File: src/lflpa_pkg.sv
`default_nettype none

package lflpa_pkg;

   localparam int POOL_ENTRIES = 32;
   localparam int IDX_W = (POOL_ENTRIES > 1) ? $clog2(POOL_ENTRIES) : 1;
   localparam int LINK_W = $clog2(POOL_ENTRIES + 1);
   localparam int INDEX_FIELD_W = 5;
   localparam int STATUS_W = 2;
   localparam int CMP_W = (LINK_W > INDEX_FIELD_W) ? LINK_W : INDEX_FIELD_W;

   localparam logic [LINK_W-1:0] NULL_LINK = LINK_W'(POOL_ENTRIES);

   localparam logic OP_ALLOC = 1'b0;
   localparam logic OP_FREE = 1'b1;

   localparam logic [STATUS_W-1:0] STATUS_OK = 2'd0;
   localparam logic [STATUS_W-1:0] STATUS_EMPTY = 2'd1;
   localparam logic [STATUS_W-1:0] STATUS_NOT_USED = 2'd2;

   typedef struct packed {
      logic op;
      logic [INDEX_FIELD_W-1:0] entry_index;
   } req_type;

   typedef struct packed {
      logic [STATUS_W-1:0] status;
      logic [INDEX_FIELD_W-1:0] result_index;
   } rsp_type;

   typedef enum logic [2:0] {
      ST_IDLE,
      ST_DISPATCH,
      ST_ALLOC_UPD,
      ST_FREE_HEAD,
      ST_FREE_WALK,
      ST_FREE_UNLINK,
      ST_FREE_LINK,
      ST_RESP
   } state_type;

   typedef enum logic [1:0] {
      RD_FREE_HEAD,
      RD_USED_HEAD,
      RD_TARGET,
      RD_CUR
   } rd_sel_type;

   typedef struct packed {
      logic cap_req;
      logic rd_en;
      rd_sel_type rd_sel;
      logic alloc_commit;
      logic head_commit;
      logic walk_start;
      logic walk_step;
      logic unlink_commit;
      logic free_commit;
      logic res_load;
      logic [STATUS_W-1:0] res_status;
      logic rsp_push;
   } cmd_type;

   typedef struct packed {
      logic op;
      logic free_empty;
      logic target_valid;
      logic head_hit;
      logic head_null;
      logic walk_end;
      logic walk_hit;
      logic rsp_slot_free;
   } stat_type;

endpackage

`default_nettype wire

File: src/lflpa_ctrl.sv
`default_nettype none

module lflpa_ctrl (
   input wire logic clock,
   input wire logic reset,
   input wire logic req_valid,
   output logic req_ready,
   input wire lflpa_pkg::stat_type stat,
   output lflpa_pkg::cmd_type cmd
);

   lflpa_pkg::state_type state_ff;
   lflpa_pkg::state_type state_in;

   always_ff @(posedge clock) begin
      if (reset) begin
         state_ff <= lflpa_pkg::ST_IDLE;
      end else begin
         state_ff <= state_in;
      end
   end

   always_comb begin
      state_in = state_ff;
      case (state_ff)
         lflpa_pkg::ST_IDLE: begin
            if (req_valid && !reset) begin
               state_in = lflpa_pkg::ST_DISPATCH;
            end
         end
         lflpa_pkg::ST_DISPATCH: begin
            if (stat.op == lflpa_pkg::OP_ALLOC) begin
               if (stat.free_empty) begin
                  state_in = lflpa_pkg::ST_RESP;
               end else begin
                  state_in = lflpa_pkg::ST_ALLOC_UPD;
               end
            end else if (!stat.target_valid) begin
               state_in = lflpa_pkg::ST_RESP;
            end else if (stat.head_hit) begin
               state_in = lflpa_pkg::ST_FREE_HEAD;
            end else if (stat.head_null) begin
               state_in = lflpa_pkg::ST_RESP;
            end else begin
               state_in = lflpa_pkg::ST_FREE_WALK;
            end
         end
         lflpa_pkg::ST_ALLOC_UPD: begin
            state_in = lflpa_pkg::ST_RESP;
         end
         lflpa_pkg::ST_FREE_HEAD: begin
            state_in = lflpa_pkg::ST_FREE_LINK;
         end
         lflpa_pkg::ST_FREE_WALK: begin
            if (stat.walk_end) begin
               state_in = lflpa_pkg::ST_RESP;
            end else if (stat.walk_hit) begin
               state_in = lflpa_pkg::ST_FREE_UNLINK;
            end
         end
         lflpa_pkg::ST_FREE_UNLINK: begin
            state_in = lflpa_pkg::ST_FREE_LINK;
         end
         lflpa_pkg::ST_FREE_LINK: begin
            state_in = lflpa_pkg::ST_RESP;
         end
         lflpa_pkg::ST_RESP: begin
            if (stat.rsp_slot_free) begin
               state_in = lflpa_pkg::ST_IDLE;
            end
         end
         default: begin
            state_in = lflpa_pkg::ST_IDLE;
         end
      endcase
   end

   always_comb begin
      cmd = '0;
      req_ready = 1'b0;
      case (state_ff)
         lflpa_pkg::ST_IDLE: begin
            req_ready = !reset;
            cmd.cap_req = req_valid && !reset;
         end
         lflpa_pkg::ST_DISPATCH: begin
            if (stat.op == lflpa_pkg::OP_ALLOC) begin
               if (stat.free_empty) begin
                  cmd.res_load = 1'b1;
                  cmd.res_status = lflpa_pkg::STATUS_EMPTY;
               end else begin
                  cmd.rd_en = 1'b1;
                  cmd.rd_sel = lflpa_pkg::RD_FREE_HEAD;
               end
            end else if (!stat.target_valid) begin
               cmd.res_load = 1'b1;
               cmd.res_status = lflpa_pkg::STATUS_NOT_USED;
            end else if (stat.head_hit) begin
               cmd.rd_en = 1'b1;
               cmd.rd_sel = lflpa_pkg::RD_TARGET;
            end else if (stat.head_null) begin
               cmd.res_load = 1'b1;
               cmd.res_status = lflpa_pkg::STATUS_NOT_USED;
            end else begin
               cmd.walk_start = 1'b1;
               cmd.rd_en = 1'b1;
               cmd.rd_sel = lflpa_pkg::RD_USED_HEAD;
            end
         end
         lflpa_pkg::ST_ALLOC_UPD: begin
            cmd.alloc_commit = 1'b1;
            cmd.res_load = 1'b1;
            cmd.res_status = lflpa_pkg::STATUS_OK;
         end
         lflpa_pkg::ST_FREE_HEAD: begin
            cmd.head_commit = 1'b1;
         end
         lflpa_pkg::ST_FREE_WALK: begin
            if (stat.walk_end) begin
               cmd.res_load = 1'b1;
               cmd.res_status = lflpa_pkg::STATUS_NOT_USED;
            end else begin
               // The current entry is read either way: on a hit its link is what gets spliced.
               cmd.rd_en = 1'b1;
               cmd.rd_sel = lflpa_pkg::RD_CUR;
               cmd.walk_step = !stat.walk_hit;
            end
         end
         lflpa_pkg::ST_FREE_UNLINK: begin
            cmd.unlink_commit = 1'b1;
         end
         lflpa_pkg::ST_FREE_LINK: begin
            cmd.free_commit = 1'b1;
            cmd.res_load = 1'b1;
            cmd.res_status = lflpa_pkg::STATUS_OK;
         end
         lflpa_pkg::ST_RESP: begin
            cmd.rsp_push = stat.rsp_slot_free;
         end
         default: begin
            cmd = '0;
         end
      endcase
   end

endmodule

`default_nettype wire

File: src/lflpa_dp.sv
`default_nettype none

module lflpa_dp (
   input wire logic clock,
   input wire logic reset,
   input wire lflpa_pkg::req_type req_payload,
   input wire lflpa_pkg::cmd_type cmd,
   output lflpa_pkg::stat_type stat,
   output logic rsp_valid,
   input wire logic rsp_ready,
   output lflpa_pkg::rsp_type rsp_payload
);

   localparam int LW = lflpa_pkg::LINK_W;
   localparam int IW = lflpa_pkg::IDX_W;
   localparam int FW = lflpa_pkg::INDEX_FIELD_W;
   localparam int CW = lflpa_pkg::CMP_W;

   // Next-link table. Entries never written read as their reset link, index plus one.
   logic [LW-1:0] link_mem [lflpa_pkg::POOL_ENTRIES];
   logic [lflpa_pkg::POOL_ENTRIES-1:0] written_ff;

   logic op_ff;
   logic [FW-1:0] target_ff;
   logic [LW-1:0] used_head_ff;
   logic [LW-1:0] used_head_in;
   logic [LW-1:0] free_head_ff;
   logic [LW-1:0] free_head_in;
   logic [LW-1:0] prev_ff;
   logic [LW-1:0] steps_ff;
   logic [LW-1:0] rd_q_ff;
   logic rd_written_ff;
   logic [IW-1:0] rd_addr_ff;
   logic [lflpa_pkg::STATUS_W-1:0] res_status_ff;
   logic [FW-1:0] res_index_ff;
   logic [FW-1:0] res_index_in;
   logic rsp_valid_ff;
   logic rsp_valid_in;
   lflpa_pkg::rsp_type rsp_payload_ff;

   logic [LW-1:0] target_link;
   logic [LW-1:0] rd_link;
   logic [IW-1:0] rd_addr;
   logic wr_en;
   logic [IW-1:0] wr_addr;
   logic [LW-1:0] wr_data;

   assign target_link = LW'(target_ff);
   assign rd_link = rd_written_ff ? rd_q_ff : (LW'(rd_addr_ff) + LW'(1));

   always_comb begin
      case (cmd.rd_sel)
         lflpa_pkg::RD_FREE_HEAD: rd_addr = free_head_ff[IW-1:0];
         lflpa_pkg::RD_USED_HEAD: rd_addr = used_head_ff[IW-1:0];
         lflpa_pkg::RD_TARGET: rd_addr = target_link[IW-1:0];
         lflpa_pkg::RD_CUR: rd_addr = rd_link[IW-1:0];
         default: rd_addr = rd_link[IW-1:0];
      endcase
   end

   always_comb begin
      wr_en = cmd.alloc_commit || cmd.unlink_commit || cmd.free_commit;
      wr_addr = target_link[IW-1:0];
      wr_data = free_head_ff;
      if (cmd.alloc_commit) begin
         wr_addr = free_head_ff[IW-1:0];
         wr_data = used_head_ff;
      end else if (cmd.unlink_commit) begin
         wr_addr = prev_ff[IW-1:0];
         wr_data = rd_link;
      end
   end

   always_ff @(posedge clock) begin
      if (wr_en) begin
         link_mem[wr_addr] <= wr_data;
      end
      if (cmd.rd_en) begin
         rd_q_ff <= link_mem[rd_addr];
         rd_written_ff <= written_ff[rd_addr];
         rd_addr_ff <= rd_addr;
      end
   end

   always_ff @(posedge clock) begin
      if (reset) begin
         written_ff <= '0;
      end else if (wr_en) begin
         written_ff[wr_addr] <= 1'b1;
      end
   end

   always_comb begin
      used_head_in = used_head_ff;
      free_head_in = free_head_ff;
      if (cmd.alloc_commit) begin
         free_head_in = rd_link;
         used_head_in = free_head_ff;
      end
      if (cmd.head_commit) begin
         used_head_in = rd_link;
      end
      if (cmd.free_commit) begin
         free_head_in = target_link;
      end
   end

   always_ff @(posedge clock) begin
      if (reset) begin
         used_head_ff <= lflpa_pkg::NULL_LINK;
         free_head_ff <= '0;
      end else begin
         used_head_ff <= used_head_in;
         free_head_ff <= free_head_in;
      end
   end

   always_ff @(posedge clock) begin
      if (cmd.cap_req) begin
         op_ff <= req_payload.op;
         target_ff <= req_payload.entry_index;
      end
      if (cmd.walk_start) begin
         prev_ff <= used_head_ff;
         steps_ff <= LW'(1);
      end else if (cmd.walk_step) begin
         prev_ff <= rd_link;
         steps_ff <= steps_ff + LW'(1);
      end
   end

   always_comb begin
      res_index_in = '0;
      if (cmd.res_status == lflpa_pkg::STATUS_OK) begin
         if (op_ff == lflpa_pkg::OP_FREE) begin
            res_index_in = target_ff;
         end else begin
            res_index_in = FW'(free_head_ff);
         end
      end
   end

   always_ff @(posedge clock) begin
      if (cmd.res_load) begin
         res_status_ff <= cmd.res_status;
         res_index_ff <= res_index_in;
      end
      if (cmd.rsp_push) begin
         rsp_payload_ff.status <= res_status_ff;
         rsp_payload_ff.result_index <= res_index_ff;
      end
   end

   assign rsp_valid_in = cmd.rsp_push || (rsp_valid_ff && !rsp_ready);

   always_ff @(posedge clock) begin
      if (reset) begin
         rsp_valid_ff <= 1'b0;
      end else begin
         rsp_valid_ff <= rsp_valid_in;
      end
   end

   assign rsp_valid = rsp_valid_ff;
   assign rsp_payload = rsp_payload_ff;

   always_comb begin
      stat.op = op_ff;
      stat.free_empty = !(free_head_ff < lflpa_pkg::NULL_LINK);
      stat.target_valid = CW'(target_ff) < CW'(lflpa_pkg::POOL_ENTRIES);
      stat.head_hit = used_head_ff == target_link;
      stat.head_null = !(used_head_ff < lflpa_pkg::NULL_LINK);
      stat.walk_end = !(rd_link < lflpa_pkg::NULL_LINK) || (steps_ff == lflpa_pkg::NULL_LINK);
      stat.walk_hit = rd_link == target_link;
      stat.rsp_slot_free = !rsp_valid_ff || rsp_ready;
   end

endmodule

`default_nettype wire

File: src/linked_free_list_pool_allocator.sv
// Fixed pool allocator over POOL_ENTRIES entries, kept as a free list and an in-use list
// that share one next-link table held in a single-port memory. An allocate item takes
// the head of the free list and returns its index; a free item walks the in-use list one
// link per cycle through that memory port. One item is in work at a time; a new item is
// taken while the previous result waits in the output register. Status 1 means the pool
// was empty, status 2 that the named entry was not in use; in both cases nothing changes
// and the index reads zero.
`default_nettype none

module linked_free_list_pool_allocator (
   input wire logic clock,
   input wire logic reset,
   input wire logic req_valid,
   output logic req_ready,
   input wire lflpa_pkg::req_type req_payload,
   output logic rsp_valid,
   input wire logic rsp_ready,
   output lflpa_pkg::rsp_type rsp_payload
);

   lflpa_pkg::cmd_type cmd;
   lflpa_pkg::stat_type stat;

   lflpa_ctrl u_ctrl (
      .clock(clock),
      .reset(reset),
      .req_valid(req_valid),
      .req_ready(req_ready),
      .stat(stat),
      .cmd(cmd)
   );

   lflpa_dp u_dp (
      .clock(clock),
      .reset(reset),
      .req_payload(req_payload),
      .cmd(cmd),
      .stat(stat),
      .rsp_valid(rsp_valid),
      .rsp_ready(rsp_ready),
      .rsp_payload(rsp_payload)
   );

endmodule

`default_nettype wire

File: config.mk
export PLATFORM = sky130hd
export DESIGN_NAME = linked_free_list_pool_allocator
export DESIGN_NICKNAME = d
export VERILOG_FILES = /design/src/lflpa_pkg.sv /design/src/lflpa_ctrl.sv /design/src/lflpa_dp.sv /design/src/linked_free_list_pool_allocator.sv
export SDC_FILE = /design/constraint.sdc
export NUM_CORES = 1
export LEC_CHECK = 0
export CAP_MARGIN = 0
export CORE_MARGIN = 2
export CORE_UTILIZATION = 50
export CTS_CLUSTER_SIZE = 20
export DETAILED_ROUTE_END_ITERATION = 10
export DONT_BUFFER_PORTS = 1
export GPL_ROUTABILITY_DRIVEN = 0
export GPL_TIMING_DRIVEN = 1
export PLACE_DENSITY = 0.68
export RECOVER_POWER = 100
export SLEW_MARGIN = 20
export SYNTH_ARGS = -nofsm -noshare
export SYNTH_HDL_FRONTEND = slang
export SYNTH_SLANG_ARGS = --single-unit
File: constraint.sdc
create_clock -name clock -period 5.64 [get_ports clock]
set_input_delay 1.128 -clock clock [delete_from_list [all_inputs] [get_ports clock]]
set_output_delay 1.128 -clock clock [all_outputs]
set_load 0.02 [all_outputs]
Word level (Yosys, flattened, before mapping)
Memories as Yosys holds them, arrays and structs flattened. A register that Yosys moved wholly into a read port is not among the register bits.
Cells that the tools add are included.
{"block": "classes", "bitwise": 1, "n_mux": 53, "n_addsub": 2, "n_lt_le_gt_ge": 6, "reduce_logical": 23, "eq_ne": 16}
{"operator": "2-to-1 mux 3 bit", "n": 17}
{"operator": "2-to-1 mux 5 bit", "n": 7}
{"operator": "bitwise OR 32 bit", "n": 1}
{"operator": "2-to-1 mux 6 bit", "n": 5}
{"operator": "one-hot mux 5 bit (4 select lines)", "n": 1}
{"operator": "less-than comparator 6 bit, second input constant", "n": 3}
{"operator": "one-hot mux 3 bit (6 select lines)", "n": 1}
{"operator": "2-to-1 mux 1 bit", "n": 17}
{"operator": "== test 3 bit, second input constant", "n": 4}
{"operator": "== test 6 x 5 -> 1 bit", "n": 2}
{"operator": "less-than comparator 5 x 6 -> 1 bit, second input constant", "n": 2}
{"operator": "one-hot mux 3 bit (3 select lines)", "n": 1}
{"operator": "adder 5 x 1 -> 6 bit, second input constant", "n": 1}
{"operator": "adder 6 x 1 -> 6 bit, second input constant", "n": 1}
{"operator": "== test 3 x 2 -> 1 bit, second input constant", "n": 2}
{"operator": "== test 6 bit, second input constant", "n": 1}
{"operator": "one-hot mux 3 bit (2 select lines)", "n": 1}
{"operator": "nonzero test 2 bit", "n": 3}
{"operator": "OR reduction 2 bit", "n": 3}
{"operator": "binary-select mux 1 bit (select 5 bit)", "n": 1}
{"operator": "demux 1 bit (select 5 bit)", "n": 1}
{"operator": ">= comparator 5 x 1 -> 1 bit, second input constant", "n": 1}
{"operator": "logical NOT 1 bit", "n": 5}
{"operator": "logical OR 1 bit", "n": 5}
{"operator": "other kinds (10)", "n": 15}
{"block": "totals", "elab_cells": 118, "out_inout_bits": 9, "memories": 1, "input_bits": 10, "regBits": 85, "ram_bits": 192}
{"name": "u_dp.link_mem", "words": 32, "word_bits": 6, "rd": 1, "rd_ports_with_merged_regs": 1, "write_ports": 1, "line": "lflpa_dp.sv:20", "rtl": "logic [LW-1:0] link_mem [lflpa_pkg::POOL_ENTRIES];"}

Logic depth before layout (Yosys ltp)
{"block": "depth", "ltp_word": 11, "mapped_depth": 15, "ltp_nobuf": 11}

Modules after synthesis
Synthesis repeated with hierarchy kept, for this count alone.
{"block": "hier_totals", "cells_unflattened": 864, "area_unflattened_um2": 12167.9}
{"mod": "lflpa_dp", "area_each_um2": 11763.8, "instances": 1, "cells_each": 806}
{"mod": "lflpa_ctrl", "area_each_um2": 404.1, "instances": 1, "cells_each": 58}

Worst setup path before layout
OpenSTA, ideal clock, no wires.
{"block": "synth_path", "path_type": "input -> output", "start": "input reset", "end": "output req_ready", "required_ns": 4.512, "cell_stages": 1, "arrival_time_ns": 1.798, "path_buffers": 0, "path_slack_ns": 2.714, "path_cell_list": "nor4_1"}
{"block": "synth_between", "elab_chain_len": 2}
{"item": "from (decl)", "line": "linked_free_list_pool_allocator.sv:12", "rtl": "input wire logic reset,"}
{"item": "logical NOT 1 bit", "line": "lflpa_ctrl.sv:83", "rtl": "req_ready = !reset;"}
{"item": "2-to-1 mux 1 bit", "line": "lflpa_ctrl.sv:81", "rtl": "case (state_ff)"}
{"item": "to (decl)", "line": "linked_free_list_pool_allocator.sv:14", "rtl": "output logic req_ready,"}
No other way between the ends.

Final worst setup path
{"block": "layout_path", "start": "register u_ctrl.state_ff[2]", "end": "memory u_dp.link_mem[26][3] (netlist bit), data pin"}
{"block": "layout_between", "elab_chain_len": 4, "word_cells_on_any_way": 6, "cone_classes": "2 x eq/ne; 4 x mux"}
{"item": "from (decl)", "line": "lflpa_ctrl.sv:12", "rtl": "lflpa_pkg::state_type state_ff;"}
{"item": "from (signal assigned)", "line": "lflpa_ctrl.sv:17", "rtl": "state_ff <= lflpa_pkg::ST_IDLE;"}
{"item": "from (signal assigned)", "line": "lflpa_ctrl.sv:19", "rtl": "state_ff <= state_in;"}
{"item": "== test 3 bit", "line": "lflpa_ctrl.sv:81"}
{"item": "2-to-1 mux 1 bit", "line": "lflpa_ctrl.sv:81"}
{"item": "2-to-1 mux 6 bit", "line": "lflpa_dp.sv:68", "rtl": "end else if (cmd.unlink_commit) begin"}
{"item": "2-to-1 mux 6 bit (*)", "line": "lflpa_dp.sv:65", "rtl": "if (cmd.alloc_commit) begin"}
{"item": "via u_dp.wr_data[3]", "line": "lflpa_dp.sv:46", "rtl": "logic [LW-1:0] wr_data;"}
{"item": "to (decl)", "line": "lflpa_dp.sv:20"}
The timed path passes the listed nets; every way through them passes the cells marked *.

==> flow_metrics.env <==
export IMPL_dp_cells=1364
export IMPL_synthAdderAreaFrac_pct=0.305
export IMPL_period_share_pct=83.0
export IMPL_clockBufferDepth=3
export IMPL_synthXorXnorAreaFrac_pct=1.21
export IMPL_synth_warnings=0
export IMPL_cts_clk_slew_worst_paths_ps=60
export IMPL_finClkSkew_ps=11.0
export IMPL_share_comb_of_total_power_pct=33.6
export IMPL_finalHoldViolCount=0
export IMPL_setup_violations=0
export IMPL_start_kind="flop"
export IMPL_die_height_um=161
export IMPL_ir_worst_vdd_mv=0.270
export IMPL_drt_pass1_iter_count=5
export IMPL_p_int_w=0.00462
export IMPL_fin_area_sq_um=13400
export IMPL_fp_dieW_um=161
export IMPL_synth_avg_cell_area_sq_um=11.3
export IMPL_worst_slew_pin_slew_ps=1860
export IMPL_synth_nets=1104
export IMPL_clock_power_share_pct=25.9
export IMPL_rsz0062_at_grt="no"
export IMPL_final_cells=1418
export IMPL_grt_max_degree=70
export IMPL_grt_pass1_vias=7817
export IMPL_dieArea_sq_um=25900
export IMPL_via_per_inst=5.96
export IMPL_wl_per_cell_um=21.1
export IMPL_fmax_mhz=214
export IMPL_outcome="finished, violations left"
export IMPL_drt_wl_total_mm=29.9
export IMPL_cp_required_ps=5730
export IMPL_drive_gt1_share_pct=7.68
export IMPL_htreeDepth=1
export IMPL_rrSetupSlack_ps=960
export IMPL_endpoint_kind="flop"
export IMPL_postCtsSetupRepairBufs=0
export IMPL_syn_cell_area_sq_um=12300
export IMPL_fin_crit_ps=4680
export IMPL_drcViolationCount=0
export IMPL_ys_seq_area_share_pct=64.6
export IMPL_antenna_found_initial=0
export IMPL_p_per_area_nw_per_um2=552
export IMPL_cap_violations=7
export IMPL_grt_ovfl_total=0
export IMPL_synth_compound_area_share_pct=9.40
export IMPL_syn_to_final_growth_pct=8.74
export IMPL_cts_root_buf="clkbuf_16"
export IMPL_async_flop_share_pct=0
export IMPL_cp_max_fo=38
export IMPL_synth_mux_area_share_pct=2.38
export IMPL_synth_edff_count=229
export IMPL_slew_headroom_pct=-24.2
export IMPL_cts_sinks=283
export IMPL_pwr_share_seq_pct=40.4
export IMPL_rows=57
export IMPL_initial_core_util_pct=50.8
export IMPL_cts_resized=0
export IMPL_coreArea_sq_um=24200
export IMPL_insertion_delay_ps=560
export IMPL_critical_path_class="reg2reg"
export IMPL_portBuffers=0
export IMPL_yosys_register_bits=283
export IMPL_violations="capacitance limit, slew limit"
export IMPL_detail_route_antenna_nets=0
export IMPL_cts_made_buffers=29
export IMPL_grt_pass1_wl_mm=45.8
export IMPL_p_leak_nw=4.49
export IMPL_synthCells=1091
export IMPL_fin_tns_setup_ps=0
export IMPL_nNetsFinal=1084
export IMPL_io_pins=19
export IMPL_synth_top_family_by_area="simple AND/OR/NAND/NOR gates"
export IMPL_cts_tree="yes"
export IMPL_synthFlopType="edfxtp_1"
export IMPL_hp_class="reg2reg"
export IMPL_diodes=0
export IMPL_power_switching_w=0.00278
export IMPL_dpl_hpwl_mm=18.7
export IMPL_drtIter0Drc=1071
export IMPL_track_usage_pct=22.8
export IMPL_worst_ep_arrival_time_ps=4770
export IMPL_via_count=8452
export IMPL_synthDistinctLibCells=64
export IMPL_slew_violations=214
export IMPL_place_area_sq_um=12500
export IMPL_synthSimpleGateAreaFrac_pct=18.4
export IMPL_p_sw_share_pct=37.6
export IMPL_hold_buffers=0
## per-layer routing
layer  routed length, um  track usage [%]  vias to the layer above
li1                    -                -                     3922
met3                2650             4.42                       73
met2               13400             35.0                      423
met4                1040             8.20                        0
met1               12700             32.8                     4034
met5                   0                0                        -
## path summary, 6_finish.rpt
path	startpoint	end	cells past startpoint
max reg2reg	u_ctrl.state_ff[2]	u_dp.link_mem[26][3]	6
min	u_dp.res_status_ff[1]	u_dp.rsp_payload[6]	0
max	u_ctrl.state_ff[2]	u_dp.link_mem[26][3]	6
min reg2reg	u_dp.res_status_ff[1]	u_dp.rsp_payload[6]	0
## cell families (layout without fill, tap and decap cells)
| logic type | Yosys count | in the layout |
|---|---|---|
| buf+inv | 80 | 83 |
| flops | 283 | 283 |
| simple gates | 514 | 514 |
| xor+xnor | 17 | 17 |
| mux | 29 | 29 |
| fa+ha+maj | 3 | 3 |
| compound gates | 165 | 165 |
## stage by stage
step           total power [W]  util [%]  hold WS [ps]  setup slack, ps
2_1_floorplan          0.00473         -           400             2710
3_5_place_dp           0.00552      51.5           405             1530
6_report               0.00741      55.3           419              961
4_1_cts                0.00743      55.5           420             1540
5_1_grt                0.00775      55.3           424              672
3_3_place_gp           0.00548      51.5           403             1490
## Yosys cell counts, drive strengths merged, types with 4 or more instances
library cell,n,area share (%)
a211oi,15,1.0
a21oi,52,2.1
a31oi,27,1.4
a32oi,9,0.64
and2,6,0.32
buf,39,2.4
clkbuf,31,0.97
dfxtp,54,8.8
edfxtp,229,56
inv,9,0.29
mux2i,27,2.2
nand2,237,7.2
nand2b,13,0.66
nand3,88,3.8
nand4,26,1.3
nor2,115,3.5
nor2b,5,0.25
nor3,8,0.32
o21ai,12,0.49
o221ai,4,0.28
o22ai,14,0.71
o311ai,4,0.43
or3,4,0.20
xnor2,11,0.78
xor2,6,0.43
## placed cells by master (no fill, tap or decap), types with 3 or more instances in the layout
master / netlist / layout
or3_1: 4 / 4
and2_0: 0 / 4
a32oi_1: 9 / 9
a211oi_1: 14 / 14
clkbuf_1: 30 / 13
nand4_1: 26 / 26
clkbuf_16: 0 / 29
xor2_1: 6 / 6
a211o_1: 3 / 3
a21oi_1: 51 / 47
edfxtp_1: 229 / 229
clkbuf_8: 0 / 5
o21ai_0: 11 / 12
o221ai_1: 4 / 4
clkinv_2: 0 / 8
ha_1: 3 / 3
xnor2_1: 11 / 11
nor3_1: 8 / 8
nand2_1: 237 / 237
o22ai_1: 14 / 14
a21oi_2: 1 / 5
nand3_1: 82 / 82
buf_4: 5 / 11
nand2b_1: 13 / 13
nor3b_1: 2 / 3
inv_1: 8 / 8
nor2b_1: 5 / 5
a22oi_1: 3 / 3
o211ai_1: 3 / 3
nor2_1: 115 / 115
dfxtp_1: 54 / 54
nand3_2: 6 / 6
a31oi_1: 27 / 27
mux2i_1: 27 / 27
## sequential cells by signal, indices dropped and copies added (netlist names)
| name | flops |
|---|---|
| u_dp.link_mem | 192 |
| u_dp.res_index_ff | 5 |
| u_dp.rsp_valid | 1 |
| u_dp.used_head_ff | 6 |
| u_dp.prev_ff | 5 |
| u_dp.rd_written_ff | 1 |
| u_dp.rd_addr_ff | 5 |
| u_dp.free_head_ff | 6 |
| u_ctrl.state_ff | 3 |
| u_dp.res_status_ff | 2 |
| u_dp.op_ff | 1 |
| u_dp.rsp_payload | 7 |
| u_dp.written_ff | 32 |
| u_dp.rd_q_ff | 6 |
| u_dp.steps_ff | 6 |
| u_dp.target_ff | 5 |
## power by group through the flow
stage          Sequential (W)  Combinational (W)  Clock [W]
2_1_floorplan         0.00292            0.00181          0
3_3_place_gp          0.00301            0.00248          0
3_5_place_dp          0.00301            0.00251          0
4_1_cts               0.00297            0.00252    0.00194
5_1_grt               0.00302            0.00271    0.00202
6_report              0.00299            0.00249    0.00192
## area by class of cell
cell class              instances  area, sq um
fillers                      2055        10800
flip-flops and latches        283         7960
multi-input cells             728         3900
clock buffers                  39          813
well taps                     324          405
clock inverters                15          156
repair buffers                 20          133
inverters                       9         36.3
## worst max-delay path, stage by stage, from the launching register on
cell,delay (ps)
dfxtp_1,350
clkbuf_1,1140
nor2_1,230
a21oi_1,760
o22ai_1,190
a21oi_2,160
clkbuf_1,1360
No activity file was read; power rests on OpenSTA's default activity.
